## config.mk

```make
export PLATFORM = sky130hd
export DESIGN_NAME = arx_plant_model_step_top
export DESIGN_NICKNAME = d
export VERILOG_FILES = /design/src/rtl/arxps_pkg.sv /design/src/rtl/arxps_ctrl.sv /design/src/rtl/arxps_datapath.sv /design/src/rtl/arx_plant_model_step_top.sv
export VERILOG_INCLUDE_DIRS = /design/src /design/src/rtl
export SDC_FILE = /design/constraint.sdc
export NUM_CORES = 2
export LEC_CHECK = 0
export BUFFER_PORTS_ARGS = -buffer_cell sky130_fd_sc_hd__buf_2
export CAP_MARGIN = 10
export CORE_MARGIN = 2
export CORE_UTILIZATION = 50
export DETAILED_ROUTE_END_ITERATION = 12
export PLACE_DENSITY = 0.66
export SLEW_MARGIN = 40
export SYNTH_ARGS = -nofsm -noshare
export SYNTH_HDL_FRONTEND = slang
export SYNTH_SLANG_ARGS = --single-unit
```

## constraint.sdc

```tcl
create_clock -name clk -period 11.9 [get_ports clk]
set_input_delay 1.19 -clock clk [delete_from_list [all_inputs] [get_ports clk]]
set_output_delay 1.19 -clock clk [all_outputs]
set_load 0.01 [all_outputs]
```

## src/rtl/arx_plant_model_step_top_defines.svh

```systemverilog
// ---------------------------------------------------------------------------
// arx plant model step - assertion macros
// shared property helpers for the top level checks
// ---------------------------------------------------------------------------
`ifndef ARX_PLANT_MODEL_STEP_TOP_DEFINES_SVH
`define ARX_PLANT_MODEL_STEP_TOP_DEFINES_SVH

// same-cycle implication, disabled during reset
`define ARXPS_ASSERT_SAME(label, clk, rst, ante, cons) \
  label: assert property (@(posedge clk) disable iff (rst) (ante) |-> (cons)) \
    else $error("arxps check failed");

// next-cycle implication, disabled during reset
`define ARXPS_ASSERT_NEXT(label, clk, rst, ante, cons) \
  label: assert property (@(posedge clk) disable iff (rst) (ante) |=> (cons)) \
    else $error("arxps check failed");

`endif

```

## src/rtl/arxps_pkg.sv

```systemverilog
// ---------------------------------------------------------------------------
// arxps_pkg
// constants, codes and controller/datapath types of the arx plant model
// ---------------------------------------------------------------------------
`timescale 1ns / 1ps
`default_nettype none

package arxps_pkg;

  localparam int A_TAPS      = 4;
  localparam int B_TAPS      = 4;
  localparam int MAX_DELAY   = 8;
  localparam int SAMPLE_BITS = 16;
  localparam int COEF_BITS   = 16;
  localparam int COEF_FRAC   = 13;
  localparam int IN_DEPTH    = B_TAPS + MAX_DELAY;

  localparam int CFG_DATA_BITS  = 64;
  localparam int CFG_INDEX_BITS = 3;
  localparam int DELAY_BITS     = 4;

  localparam int STEPS      = A_TAPS + B_TAPS;
  localparam int STEP_BITS  = (STEPS > 1) ? $clog2(STEPS) : 1;
  localparam int A_IDX_BITS = (A_TAPS > 1) ? $clog2(A_TAPS) : 1;
  localparam int B_IDX_BITS = (B_TAPS > 1) ? $clog2(B_TAPS) : 1;
  localparam int IDX_BITS   = $clog2(IN_DEPTH);
  localparam int PROD_BITS  = SAMPLE_BITS + COEF_BITS;
  localparam int ACC_BITS   = PROD_BITS + STEP_BITS + 1;
  localparam int Q_BITS     = ACC_BITS - COEF_FRAC;

  typedef enum logic [CFG_INDEX_BITS-1:0] {
    REG_A_COEFS     = 3'd0,
    REG_B_COEFS     = 3'd1,
    REG_INPUT_DELAY = 3'd2,
    REG_U_LOW       = 3'd3,
    REG_U_HIGH      = 3'd4,
    REG_Y_LOW       = 3'd5,
    REG_Y_HIGH      = 3'd6
  } cfg_reg_t;

  typedef enum logic [1:0] {
    ST_IDLE,
    ST_MAC,
    ST_DRAIN,
    ST_DONE
  } ctrl_state_t;

  typedef struct packed {
    logic                 load;
    logic                 mul_en;
    logic [STEP_BITS-1:0] step;
    logic                 acc_en;
    logic                 finish;
  } dp_cmd_t;

  typedef struct packed {
    logic out_free;
  } dp_status_t;

endpackage

`default_nettype wire

```

## src/rtl/arxps_ctrl.sv

```systemverilog
// ---------------------------------------------------------------------------
// arxps_ctrl
// sequencer: accept, eight multiply steps, drain, result write
// ---------------------------------------------------------------------------
`timescale 1ns / 1ps
`default_nettype none

module arxps_ctrl (
  input  wire logic                  clk,
  input  wire logic                  rst,
  input  wire logic                  in_valid,
  output logic                       in_ready,
  input  wire arxps_pkg::dp_status_t status,
  output arxps_pkg::dp_cmd_t         cmd
);
  import arxps_pkg::*;

  ctrl_state_t          state, state_next;
  logic [STEP_BITS-1:0] count, count_next;

  localparam logic [STEP_BITS-1:0] LAST_STEP = STEP_BITS'(STEPS - 1);

  always_ff @(posedge clk) begin
    if (rst) begin
      state <= ST_IDLE;
      count <= '0;
    end else begin
      state <= state_next;
      count <= count_next;
    end
  end

  always_comb begin
    state_next = state;
    count_next = count;
    case (state)
      ST_IDLE: begin
        count_next = '0;
        if (in_valid) state_next = ST_MAC;
      end
      ST_MAC: begin
        count_next = count + 1'b1;
        if (count == LAST_STEP) state_next = ST_DRAIN;
      end
      ST_DRAIN: begin
        state_next = ST_DONE;
      end
      ST_DONE: begin
        if (status.out_free) state_next = ST_IDLE;
      end
      default: begin
        state_next = ST_IDLE;
      end
    endcase
  end

  always_comb begin
    in_ready   = 1'b0;
    cmd.load   = 1'b0;
    cmd.mul_en = 1'b0;
    cmd.step   = count;
    cmd.acc_en = 1'b0;
    cmd.finish = 1'b0;
    case (state)
      ST_IDLE: begin
        in_ready = 1'b1;
        cmd.load = in_valid;
      end
      ST_MAC: begin
        cmd.mul_en = 1'b1;
        // the product of the previous step comes from the product register, so no accumulate on the first step
        cmd.acc_en = (count != '0);
      end
      ST_DRAIN: begin
        cmd.acc_en = 1'b1;
      end
      ST_DONE: begin
        cmd.finish = status.out_free;
      end
      default: begin
        in_ready = 1'b0;
      end
    endcase
  end

endmodule

`default_nettype wire

```

## src/rtl/arxps_datapath.sv

```systemverilog
// ---------------------------------------------------------------------------
// arxps_datapath
// configuration registers, sample histories, shared mac and output stage
// ---------------------------------------------------------------------------
`timescale 1ns / 1ps
`default_nettype none

module arxps_datapath (
  input  wire logic                                  clk,
  input  wire logic                                  rst,
  input  wire logic                                  cfg_we,
  input  wire logic [arxps_pkg::CFG_INDEX_BITS-1:0]  cfg_index,
  input  wire logic [arxps_pkg::CFG_DATA_BITS-1:0]   cfg_data,
  input  wire logic signed [arxps_pkg::SAMPLE_BITS-1:0] u_sample,
  output logic signed [arxps_pkg::SAMPLE_BITS-1:0]   y_sample,
  output logic                                       out_valid,
  input  wire logic                                  out_ready,
  input  wire arxps_pkg::dp_cmd_t                    cmd,
  output arxps_pkg::dp_status_t                      status
);
  import arxps_pkg::*;

  logic [CFG_DATA_BITS-1:0]      a_coefs;
  logic [CFG_DATA_BITS-1:0]      b_coefs;
  logic [DELAY_BITS-1:0]         input_delay;
  logic signed [SAMPLE_BITS-1:0] u_low, u_high, y_low, y_high;

  logic signed [SAMPLE_BITS-1:0] in_hist  [IN_DEPTH];
  logic signed [SAMPLE_BITS-1:0] out_hist [A_TAPS];

  logic signed [COEF_BITS-1:0]   a_tap [A_TAPS];
  logic signed [COEF_BITS-1:0]   b_tap [B_TAPS];

  logic [DELAY_BITS-1:0]         delay_eff;
  logic [A_IDX_BITS-1:0]         a_j;
  logic [B_IDX_BITS-1:0]         b_j;
  logic [STEP_BITS-1:0]          b_step;
  logic [IDX_BITS-1:0]           hist_idx;
  logic                          is_a;
  logic signed [COEF_BITS-1:0]   coef_sel;
  logic signed [SAMPLE_BITS-1:0] samp_sel;

  logic signed [PROD_BITS-1:0]   prod;
  logic                          prod_sub;
  logic signed [ACC_BITS-1:0]    prod_ext;
  logic signed [ACC_BITS-1:0]    acc;

  logic signed [SAMPLE_BITS-1:0] u_clamped;
  logic signed [Q_BITS-1:0]      q;
  logic signed [SAMPLE_BITS-1:0] q_sat;
  logic signed [SAMPLE_BITS-1:0] y_new;

  localparam logic [DELAY_BITS-1:0] DELAY_MAX = DELAY_BITS'(MAX_DELAY);
  localparam logic signed [SAMPLE_BITS-1:0] SAT_MAX = {1'b0, {(SAMPLE_BITS-1){1'b1}}};
  localparam logic signed [SAMPLE_BITS-1:0] SAT_MIN = {1'b1, {(SAMPLE_BITS-1){1'b0}}};

  // configuration writes
  always_ff @(posedge clk) begin
    if (rst) begin
      a_coefs     <= '0;
      b_coefs     <= '0;
      input_delay <= DELAY_BITS'(1);
      u_low       <= SAT_MIN;
      u_high      <= SAT_MAX;
      y_low       <= SAT_MIN;
      y_high      <= SAT_MAX;
    end else if (cfg_we) begin
      case (cfg_index)
        REG_A_COEFS:     a_coefs     <= cfg_data;
        REG_B_COEFS:     b_coefs     <= cfg_data;
        REG_INPUT_DELAY: input_delay <= cfg_data[DELAY_BITS-1:0];
        REG_U_LOW:       u_low       <= cfg_data[SAMPLE_BITS-1:0];
        REG_U_HIGH:      u_high      <= cfg_data[SAMPLE_BITS-1:0];
        REG_Y_LOW:       y_low       <= cfg_data[SAMPLE_BITS-1:0];
        REG_Y_HIGH:      y_high      <= cfg_data[SAMPLE_BITS-1:0];
        default: ;
      endcase
    end
  end

  always_comb begin
    for (int j = 0; j < A_TAPS; j++) a_tap[j] = a_coefs[COEF_BITS*j +: COEF_BITS];
    for (int j = 0; j < B_TAPS; j++) b_tap[j] = b_coefs[COEF_BITS*j +: COEF_BITS];
  end

  // dead time of zero acts as one, above the line length it saturates
  always_comb begin
    if (input_delay == '0) delay_eff = DELAY_BITS'(1);
    else if (input_delay > DELAY_MAX) delay_eff = DELAY_MAX;
    else delay_eff = input_delay;
  end

  // bottom limit is tested first, so crossed limits give the low value for samples below it, else the high value
  always_comb begin
    if (u_sample < u_low) u_clamped = u_low;
    else if (u_sample > u_high) u_clamped = u_high;
    else u_clamped = u_sample;
  end

  // tap selection: feedback taps first, then input taps
  always_comb begin
    is_a     = (cmd.step < STEP_BITS'(A_TAPS));
    b_step   = cmd.step - STEP_BITS'(A_TAPS);
    a_j      = cmd.step[A_IDX_BITS-1:0];
    b_j      = b_step[B_IDX_BITS-1:0];
    hist_idx = IDX_BITS'(delay_eff) + IDX_BITS'(b_j);
    if (is_a) begin
      coef_sel = a_tap[a_j];
      samp_sel = out_hist[a_j];
    end else begin
      coef_sel = b_tap[b_j];
      samp_sel = in_hist[hist_idx];
    end
  end

  always_ff @(posedge clk) begin
    if (cmd.mul_en) begin
      prod     <= coef_sel * samp_sel;
      prod_sub <= is_a;
    end
  end

  assign prod_ext = {{(ACC_BITS-PROD_BITS){prod[PROD_BITS-1]}}, prod};

  always_ff @(posedge clk) begin
    if (cmd.load) acc <= '0;
    else if (cmd.acc_en) acc <= prod_sub ? acc - prod_ext : acc + prod_ext;
  end

  // floor shift is the upper slice; saturate when the dropped upper bits and the sign bit disagree, then clamp
  always_comb begin
    q = acc[ACC_BITS-1:COEF_FRAC];
    if (q[Q_BITS-1:SAMPLE_BITS-1] == '0 || q[Q_BITS-1:SAMPLE_BITS-1] == '1) begin
      q_sat = q[SAMPLE_BITS-1:0];
    end else begin
      q_sat = q[Q_BITS-1] ? SAT_MIN : SAT_MAX;
    end
    if (q_sat < y_low) y_new = y_low;
    else if (q_sat > y_high) y_new = y_high;
    else y_new = q_sat;
  end

  always_ff @(posedge clk) begin
    if (rst) begin
      for (int i = 0; i < IN_DEPTH; i++) in_hist[i] <= '0;
      for (int i = 0; i < A_TAPS; i++) out_hist[i] <= '0;
    end else begin
      if (cmd.load) begin
        for (int i = IN_DEPTH - 1; i > 0; i--) in_hist[i] <= in_hist[i-1];
        in_hist[0] <= u_clamped;
      end
      if (cmd.finish) begin
        for (int i = A_TAPS - 1; i > 0; i--) out_hist[i] <= out_hist[i-1];
        out_hist[0] <= y_new;
      end
    end
  end

  always_ff @(posedge clk) begin
    if (cmd.finish) y_sample <= y_new;
  end

  always_ff @(posedge clk) begin
    if (rst) out_valid <= 1'b0;
    else if (cmd.finish) out_valid <= 1'b1;
    else if (out_ready) out_valid <= 1'b0;
  end

  assign status.out_free = !out_valid || out_ready;

endmodule

`default_nettype wire

```

## src/rtl/arx_plant_model_step_top.sv

```systemverilog
// ---------------------------------------------------------------------------
// arx_plant_model_step_top
// arx plant model: one clamped output sample per input sample
// ---------------------------------------------------------------------------
// Each transfer on the input side yields exactly one output transfer. One shared
// 16x16 multiplier works through the four feedback and four input taps one per
// cycle, then a drain state accumulates the last product and a write state
// shifts, saturates, clamps and writes the output register; only then is the
// next item accepted. The output register lets the next sample be accepted
// while a result waits; if it is still full at the write state, the sequencer
// holds there. The user must write configuration through cfg_we / cfg_index /
// cfg_data only while no sample is in work; the block does not enforce it.
`timescale 1ns / 1ps
`default_nettype none
`include "arx_plant_model_step_top_defines.svh"

module arx_plant_model_step_top (
  input  wire logic                                     clk,
  input  wire logic                                     rst,
  input  wire logic                                     cfg_we,
  input  wire logic [arxps_pkg::CFG_INDEX_BITS-1:0]     cfg_index,
  input  wire logic [arxps_pkg::CFG_DATA_BITS-1:0]      cfg_data,
  input  wire logic                                     in_valid,
  output logic                                          in_ready,
  input  wire logic signed [arxps_pkg::SAMPLE_BITS-1:0] u_sample,
  output logic                                          out_valid,
  input  wire logic                                     out_ready,
  output logic signed [arxps_pkg::SAMPLE_BITS-1:0]      y_sample
);
  import arxps_pkg::*;

  dp_cmd_t    cmd;
  dp_status_t status;

  arxps_ctrl u_ctrl (
    .clk      (clk),
    .rst      (rst),
    .in_valid (in_valid),
    .in_ready (in_ready),
    .status   (status),
    .cmd      (cmd)
  );

  arxps_datapath u_datapath (
    .clk       (clk),
    .rst       (rst),
    .cfg_we    (cfg_we),
    .cfg_index (cfg_index),
    .cfg_data  (cfg_data),
    .u_sample  (u_sample),
    .y_sample  (y_sample),
    .out_valid (out_valid),
    .out_ready (out_ready),
    .cmd       (cmd),
    .status    (status)
  );

  `ARXPS_ASSERT_NEXT(a_busy_after_accept, clk, rst, in_valid && in_ready, !in_ready)
  `ARXPS_ASSERT_NEXT(a_load_starts_mac, clk, rst, cmd.load, cmd.mul_en)
  `ARXPS_ASSERT_SAME(a_acc_follows_mul, clk, rst, cmd.acc_en, $past(cmd.mul_en))
  `ARXPS_ASSERT_SAME(a_finish_needs_room, clk, rst, cmd.finish, !out_valid || out_ready)

endmodule

`default_nettype wire
```

---- After elaboration in Yosys (flattened, before gate mapping) ----
Memory sizes are Yosys's and may differ from the RTL's. A register that Yosys moved wholly into a read port is not among the register bits.
Index checks and enable logic that the tools add are counted.
cells by class
  add/subtract/negate cells ............... 5
  magnitude comparators ................... 8
  bitwise logic cells ..................... 18
  mux-type cells .......................... 55
  multipliers ............................. 1
  equal/unequal tests ..................... 14
  reductions and logical operators ........ 18
operators with widths
  operator              count
  $mux W16              28
  $bmux W16 S2          2
  $add A36 B32 Y36      1
  $mux W36              1
  $sub A36 B32 Y36      1
  $gt A16 B16 Y1        2
  $lt A16 B16 Y1        2
  $mul A16 B16 Y32      1
  $or A1 B1 Y1          16
  $mux W1               14
  $reduce_and A2 Y1     7
  $eq A3 B3 Y1 const B  4
  $mux W2               5
  $eq A8 B8 Y1 const B  1
  $logic_not A8 Y1      1
  $mux W4               2
  $pmux W2 S4           1
  $eq A3 B2 Y1 const B  2
  $ge A3 B3 Y1 const B  2
  $not A2 Y3            2
  $pmux W3 S2           1
  $add A4 B2 Y4         1
  $eq A2 B2 Y1 const B  2
  $gt A4 B4 Y1 const B  1
  other kinds (16)      19
word-level totals
  word-level logic and storage cells ...... 135
  input port bits ......................... 88
  memories kept ........................... 2
  bits in registers ....................... 287
  memory bits (writable) .................. 256
memories
  name                 words  width  read ports  clocked after Yosys merged registers in  wr ports  line                  RTL
  u_datapath.in_hist   12     16     12          0                                        12        arxps_datapath.sv:28  logic signed [SAMPLE_BITS-1:0] in_hist [IN_DEPTH];
  u_datapath.out_hist  4      16     4           1                                        4         arxps_datapath.sv:29  logic signed [SAMPLE_BITS-1:0] out_hist [A_TAPS];

---- Longest topological paths before layout ----
  depth after elaboration ................. 7
  depth in mapped cells ................... 36

---- By module ----
A second synthesis with hierarchy kept.
unflattened totals
  cell total of the unflattened synthesis .. 3682
  area total of the unflattened synthesis .. 36993.0 um^2
by module, submodules not included
  module          seq. area each (um^2)  cells each  times used  area an instance (um^2)
  arxps_datapath  13823.3                3642        1           36627.6
  arxps_ctrl      100.1                  40          1           365.4

---- Least setup slack after synthesis ----
OpenSTA, ideal clock, no wires.
  kind .................................... reg2reg
  start ................................... register u_datapath.input_delay[2]
  end ..................................... register u_datapath.prod[24], data pin
  setup time .............................. 0.259 ns
  arrival ................................. 8.247 ns
  path slack .............................. 3.394 ns
  cell stages (with the launch flop) ...... 35
  cells stage by stage .................... dfxtp_1 nor2_1 nor2_1 nor2_1 ha_1 fa_1 clkbuf_1 clkbuf_1 mux4_2 mux2i_1 a211oi_1 a21oi_1 clkbuf_1 nor2_1 fa_1 inv_1 fa_1 fa_1 fa_1 inv_1 fa_1 inv_1 fa_1 inv_1 ha_1 a21o_1 a21o_1 a21o_1 a22oi_1 o21ai_0 o211a_1 a211oi_1 o21ai_0 a21oi_1 xnor2_1
on the way
  cells in the longest elaborated chain, start to end .. 7
  elaborated cells between the ends (all ways) .. 8
  classes of those cells .................. add/sub (1); mul (1); order compare (1); mux (3); reduce/logical (1); memory (1)
ends and longest elaborated chain
  element                 line                   RTL
  start, declared         arxps_datapath.sv:25   logic [DELAY_BITS-1:0] input_delay;
  start signal, assigned  arxps_datapath.sv:71   REG_INPUT_DELAY: input_delay <= cfg_data[DELAY_BITS-1:0];
  $gt A4 B4 Y1            arxps_datapath.sv:89   else if (input_delay > DELAY_MAX) delay_eff = DELAY_MAX;
  $mux W4                 arxps_datapath.sv:89
  $mux W4 (*)             arxps_datapath.sv:88   if (input_delay == '0) delay_eff = DELAY_BITS'(1);
  $add A4 B2 Y4 (*)       arxps_datapath.sv:106  hist_idx = IDX_BITS'(delay_eff) + IDX_BITS'(b_j);
  $mem_v2 Z12 W16 (*)     -
  $mux W16 (*)            arxps_datapath.sv:107  if (is_a) begin
  $mul A16 B16 Y32 (*)    arxps_datapath.sv:118  prod <= coef_sel * samp_sel;
  end signal, assigned    arxps_datapath.sv:118
  end, declared           arxps_datapath.sv:43   logic signed [PROD_BITS-1:0] prod;
Every way passes the cells marked *; elsewhere a longest branch is shown, timed or not.
A chain may end at the register's enable or synchronous reset.

---- Worst setup path in the final report ----
  start ................................... register u_datapath.input_delay[2]
  end ..................................... register u_datapath.prod[30], data pin
The elaborated chain is that of the path after synthesis.

==> metrics.txt <==
slowest stage delay, CP 0.66 ns; CP bufs+invs 8; Clock Power Share between 20 and 25%; initial antenna violation count 0; area occupied by multi-input gates 20700 µm²; 1st-iter DRT viols about 2.0k; routed len/inst 20.1 µm; Top FF cell, synth edfxtp_1; FMAX about 110 MHz; Clock Latency Late Sink 0.65 ns; Clock Skews 0.0338 ns; Die Wd approximately 280 µm; Reg area 14000 µm²; CP Class reg2reg; setup violators final 0; hold buffer count at CTS 0; Num CTS Buffers 61; I/O pin count 106; Antenna Cells 0; period utilization 78.7%; DRC viols 0; Worst path top cell family by delay adder cells; reg2reg end u_datapath.prod[30]; CTS sink count 545; Hold Path Depth 2; FILL cells 6416; Setup TNS 0 ns; share of layout cells above drive strength 1 10.5%; Post-synth EDFFs 305; Rows 99; CTS max path bufs 3; Reg2Reg Setup Slack around 2.5 ns; hold path endpoint u_datapath.a_coefs[57]; Synth top cells by count nand2_1, inv_1, nor2_1; die area 75800 µm²; crit path launch u_datapath.input_delay[2]; sw power 3.49 mW; post-synth top area share 24.9%; RR Startpoint u_datapath.input_delay[2]; design area 40300 µm²; Sw Share between 40% and 50%; total core area 73000 µm²; Root Driver clkbuf_16; Power Density between 200 and 250 nW/µm²; most common cell in the netlist nand2_1; synthesized netlist cell count 3685; first-pass GRT wire length 149 mm; CTS resizes 0; RePlAce Congestion 0.922; syn nets ~4.2k; vias per cell 5.62; starting density of the core 50.4%; mapped cell area 36800 µm²; Via Count between 20k and 30k; largest net degree at the start of global routing 111; Worst setup EP type flop; critical hold path startpoint u_datapath.a_coefs[57]; HPWL after DPL 68.7 mm; Overflow after GRT 0; Int Pwr 5.02 mW; asr flop ratio synth 0%; drt total wl 94.6 mm; H-Tree Depth 2; Clock transition at path regs 0.08 ns; CTS tree built; vias in the first global route about 26k; worst path arrival time roughly 9.8 ns; Slew HR 43.5%; Die H about 280 µm; top post-synthesis cells by area edfxtp_1, fa_1, dfxtp_1; Seq/Total Area, Yosys 37.9%; CP startpoint kind flop; Worst-Margin Slew between 0.8 and 0.9 ns; final antenna-violating net count 0; CP max FO 20; syn_area_per_cell 9.99 µm²; Port-buffer cells 105; worst path required time 12.30 ns; Comb pwr share a little under half; Sequential Power Share 32.1%; post-synth top area cell edfxtp_1; Synth cell types 68; P&R area growth vs syn 9.50%; Fin Hold WS 0.450 ns; worst vdd ir 0.163 mV; Final nets roughly 4.2k; final hold vios 0; DRT Pass-1 Iters 5; status complete, no violations; Tot Pwr between 8 and 9 mW; leakage power approximately 17 nW; Hold Path Class reg2reg; FF+latch count, synth 545; fin util a little under three fifths; placed cell area 38300 µm²; slowest library cell on the worst path fa_2; RSZ-0062 raised after global routing false; minimum clock period 9.36 ns; Yosys warning count 0; FF-to-FF path depth 35; Final Slew Violations 0; postcts setup bufs 0; Max Cap Viol 0; CP dominant cell by count fa_1; Tot GR Track Use 25.3%
-- routing by layer --
| layer | GRT usage, % | up-vias | share of wire [%] |
|---|---|---|---|
| li1 | - | 12400 | - |
| met1 | 36.3 | 13100 | 45 |
| met2 | 40.1 | 833 | 46 |
| met3 | 4.18 | 120 | 6.7 |
| met4 | 6.73 | 0 | 2.4 |
| met5 | 0 | - | 0 |
-- worst max path at each step --
stage | endpoint | cells after the start
global placement | u_datapath.prod[30] | 33
floorplan | u_datapath.prod[24] | 34
CTS | u_datapath.prod[30] | 35
finish | u_datapath.prod[30] | 35
detailed placement | u_datapath.prod[30] | 35
global route | u_datapath.prod[30] | 35
-- cell usage in the layout (no fill, tap or decap), types with 6 or more instances in the layout --
cell         n
nand3b_1     6
o21a_1      14
xor2_1      18
buf_4       39
nor3_1      21
a2111oi_2   16
nand2b_1    20
or3_1        8
xnor2_1     74
nor2b_1     18
a221oi_1    17
fa_1       264
nor2_1     317
buf_6        6
o21ai_0     70
clkinv_2    14
nand4_1     17
clkbuf_16   62
a21oi_1    308
a211o_1     32
clkinv_1     9
a21o_1      60
a211oi_1    27
a31oi_1      7
inv_1      385
mux4_2      96
buf_2      104
clkbuf_1    11
edfxtp_1   305
dfxtp_1    238
ha_1       186
mux2i_1     43
clkbuf_8     7
and2_1     244
or2_2        9
nor4_1      25
nand3_1     23
nand2_1    548
-- registers in the layout (all words and copies together) (netlist names), 32 cells and up, named ones only --
signal / count
u_datapath.out_hist: 64
u_datapath.in_hist: 192
u_datapath.prod: 32
u_datapath.a_coefs: 64
u_datapath.b_coefs: 64
u_datapath.acc: 36
-- area by class of cell --
class,count,share of cell area [%]
multi-input cells,2562,51.5
flip-flops and latches,545,34.7
clock buffers,80,4.19
inverters,386,3.60
well taps,959,2.98
repair buffers,151,2.29
clock inverters,35,0.826
-- metrics by stage --
stage	instances	setup slack [ns]
global placement	4601	2.48
detailed placement	4603	2.61
floorplan	3685	3.39
finish	4718	2.54
global route	4718	2.02
CTS	4718	2.56
-- kinds of logic after synthesis --
family                     Yosys count  share of synthesized area (%)
buffers and inverters              578                           5.99
xor gates and xnor gates            93                           2.21
muxes                              139                           7.05
DFF                                545                           37.9
and+or+nand+nor                   1281                           15.8
AOI/OAI and AO/OA                  596                           10.2
adders and majority gates          453                           20.8
-- tightest hold or removal path, delay by kind of cell, from the launching register on --
| kind | cells | cell delay [ns] |
|---|---|---|
| DFF | 1 | 0.30 |
| and+or+nand+nor | 1 | 0.05 |
| AOI/OAI and AO/OA | 1 | 0.05 |
-- power by group through the flow --
stage / clock, mW / sequential (mW) / combinational (mW)
2_1_floorplan: 0 / 2.67 / 2.74
3_3_place_gp: 0 / 2.76 / 3.74
3_5_place_dp: 0 / 2.76 / 3.79
4_1_cts: 1.95 / 2.73 / 3.83
5_1_grt: 2.01 / 2.77 / 4.27
6_report: 1.92 / 2.73 / 3.87
Power figures use the tool's default switching activity.
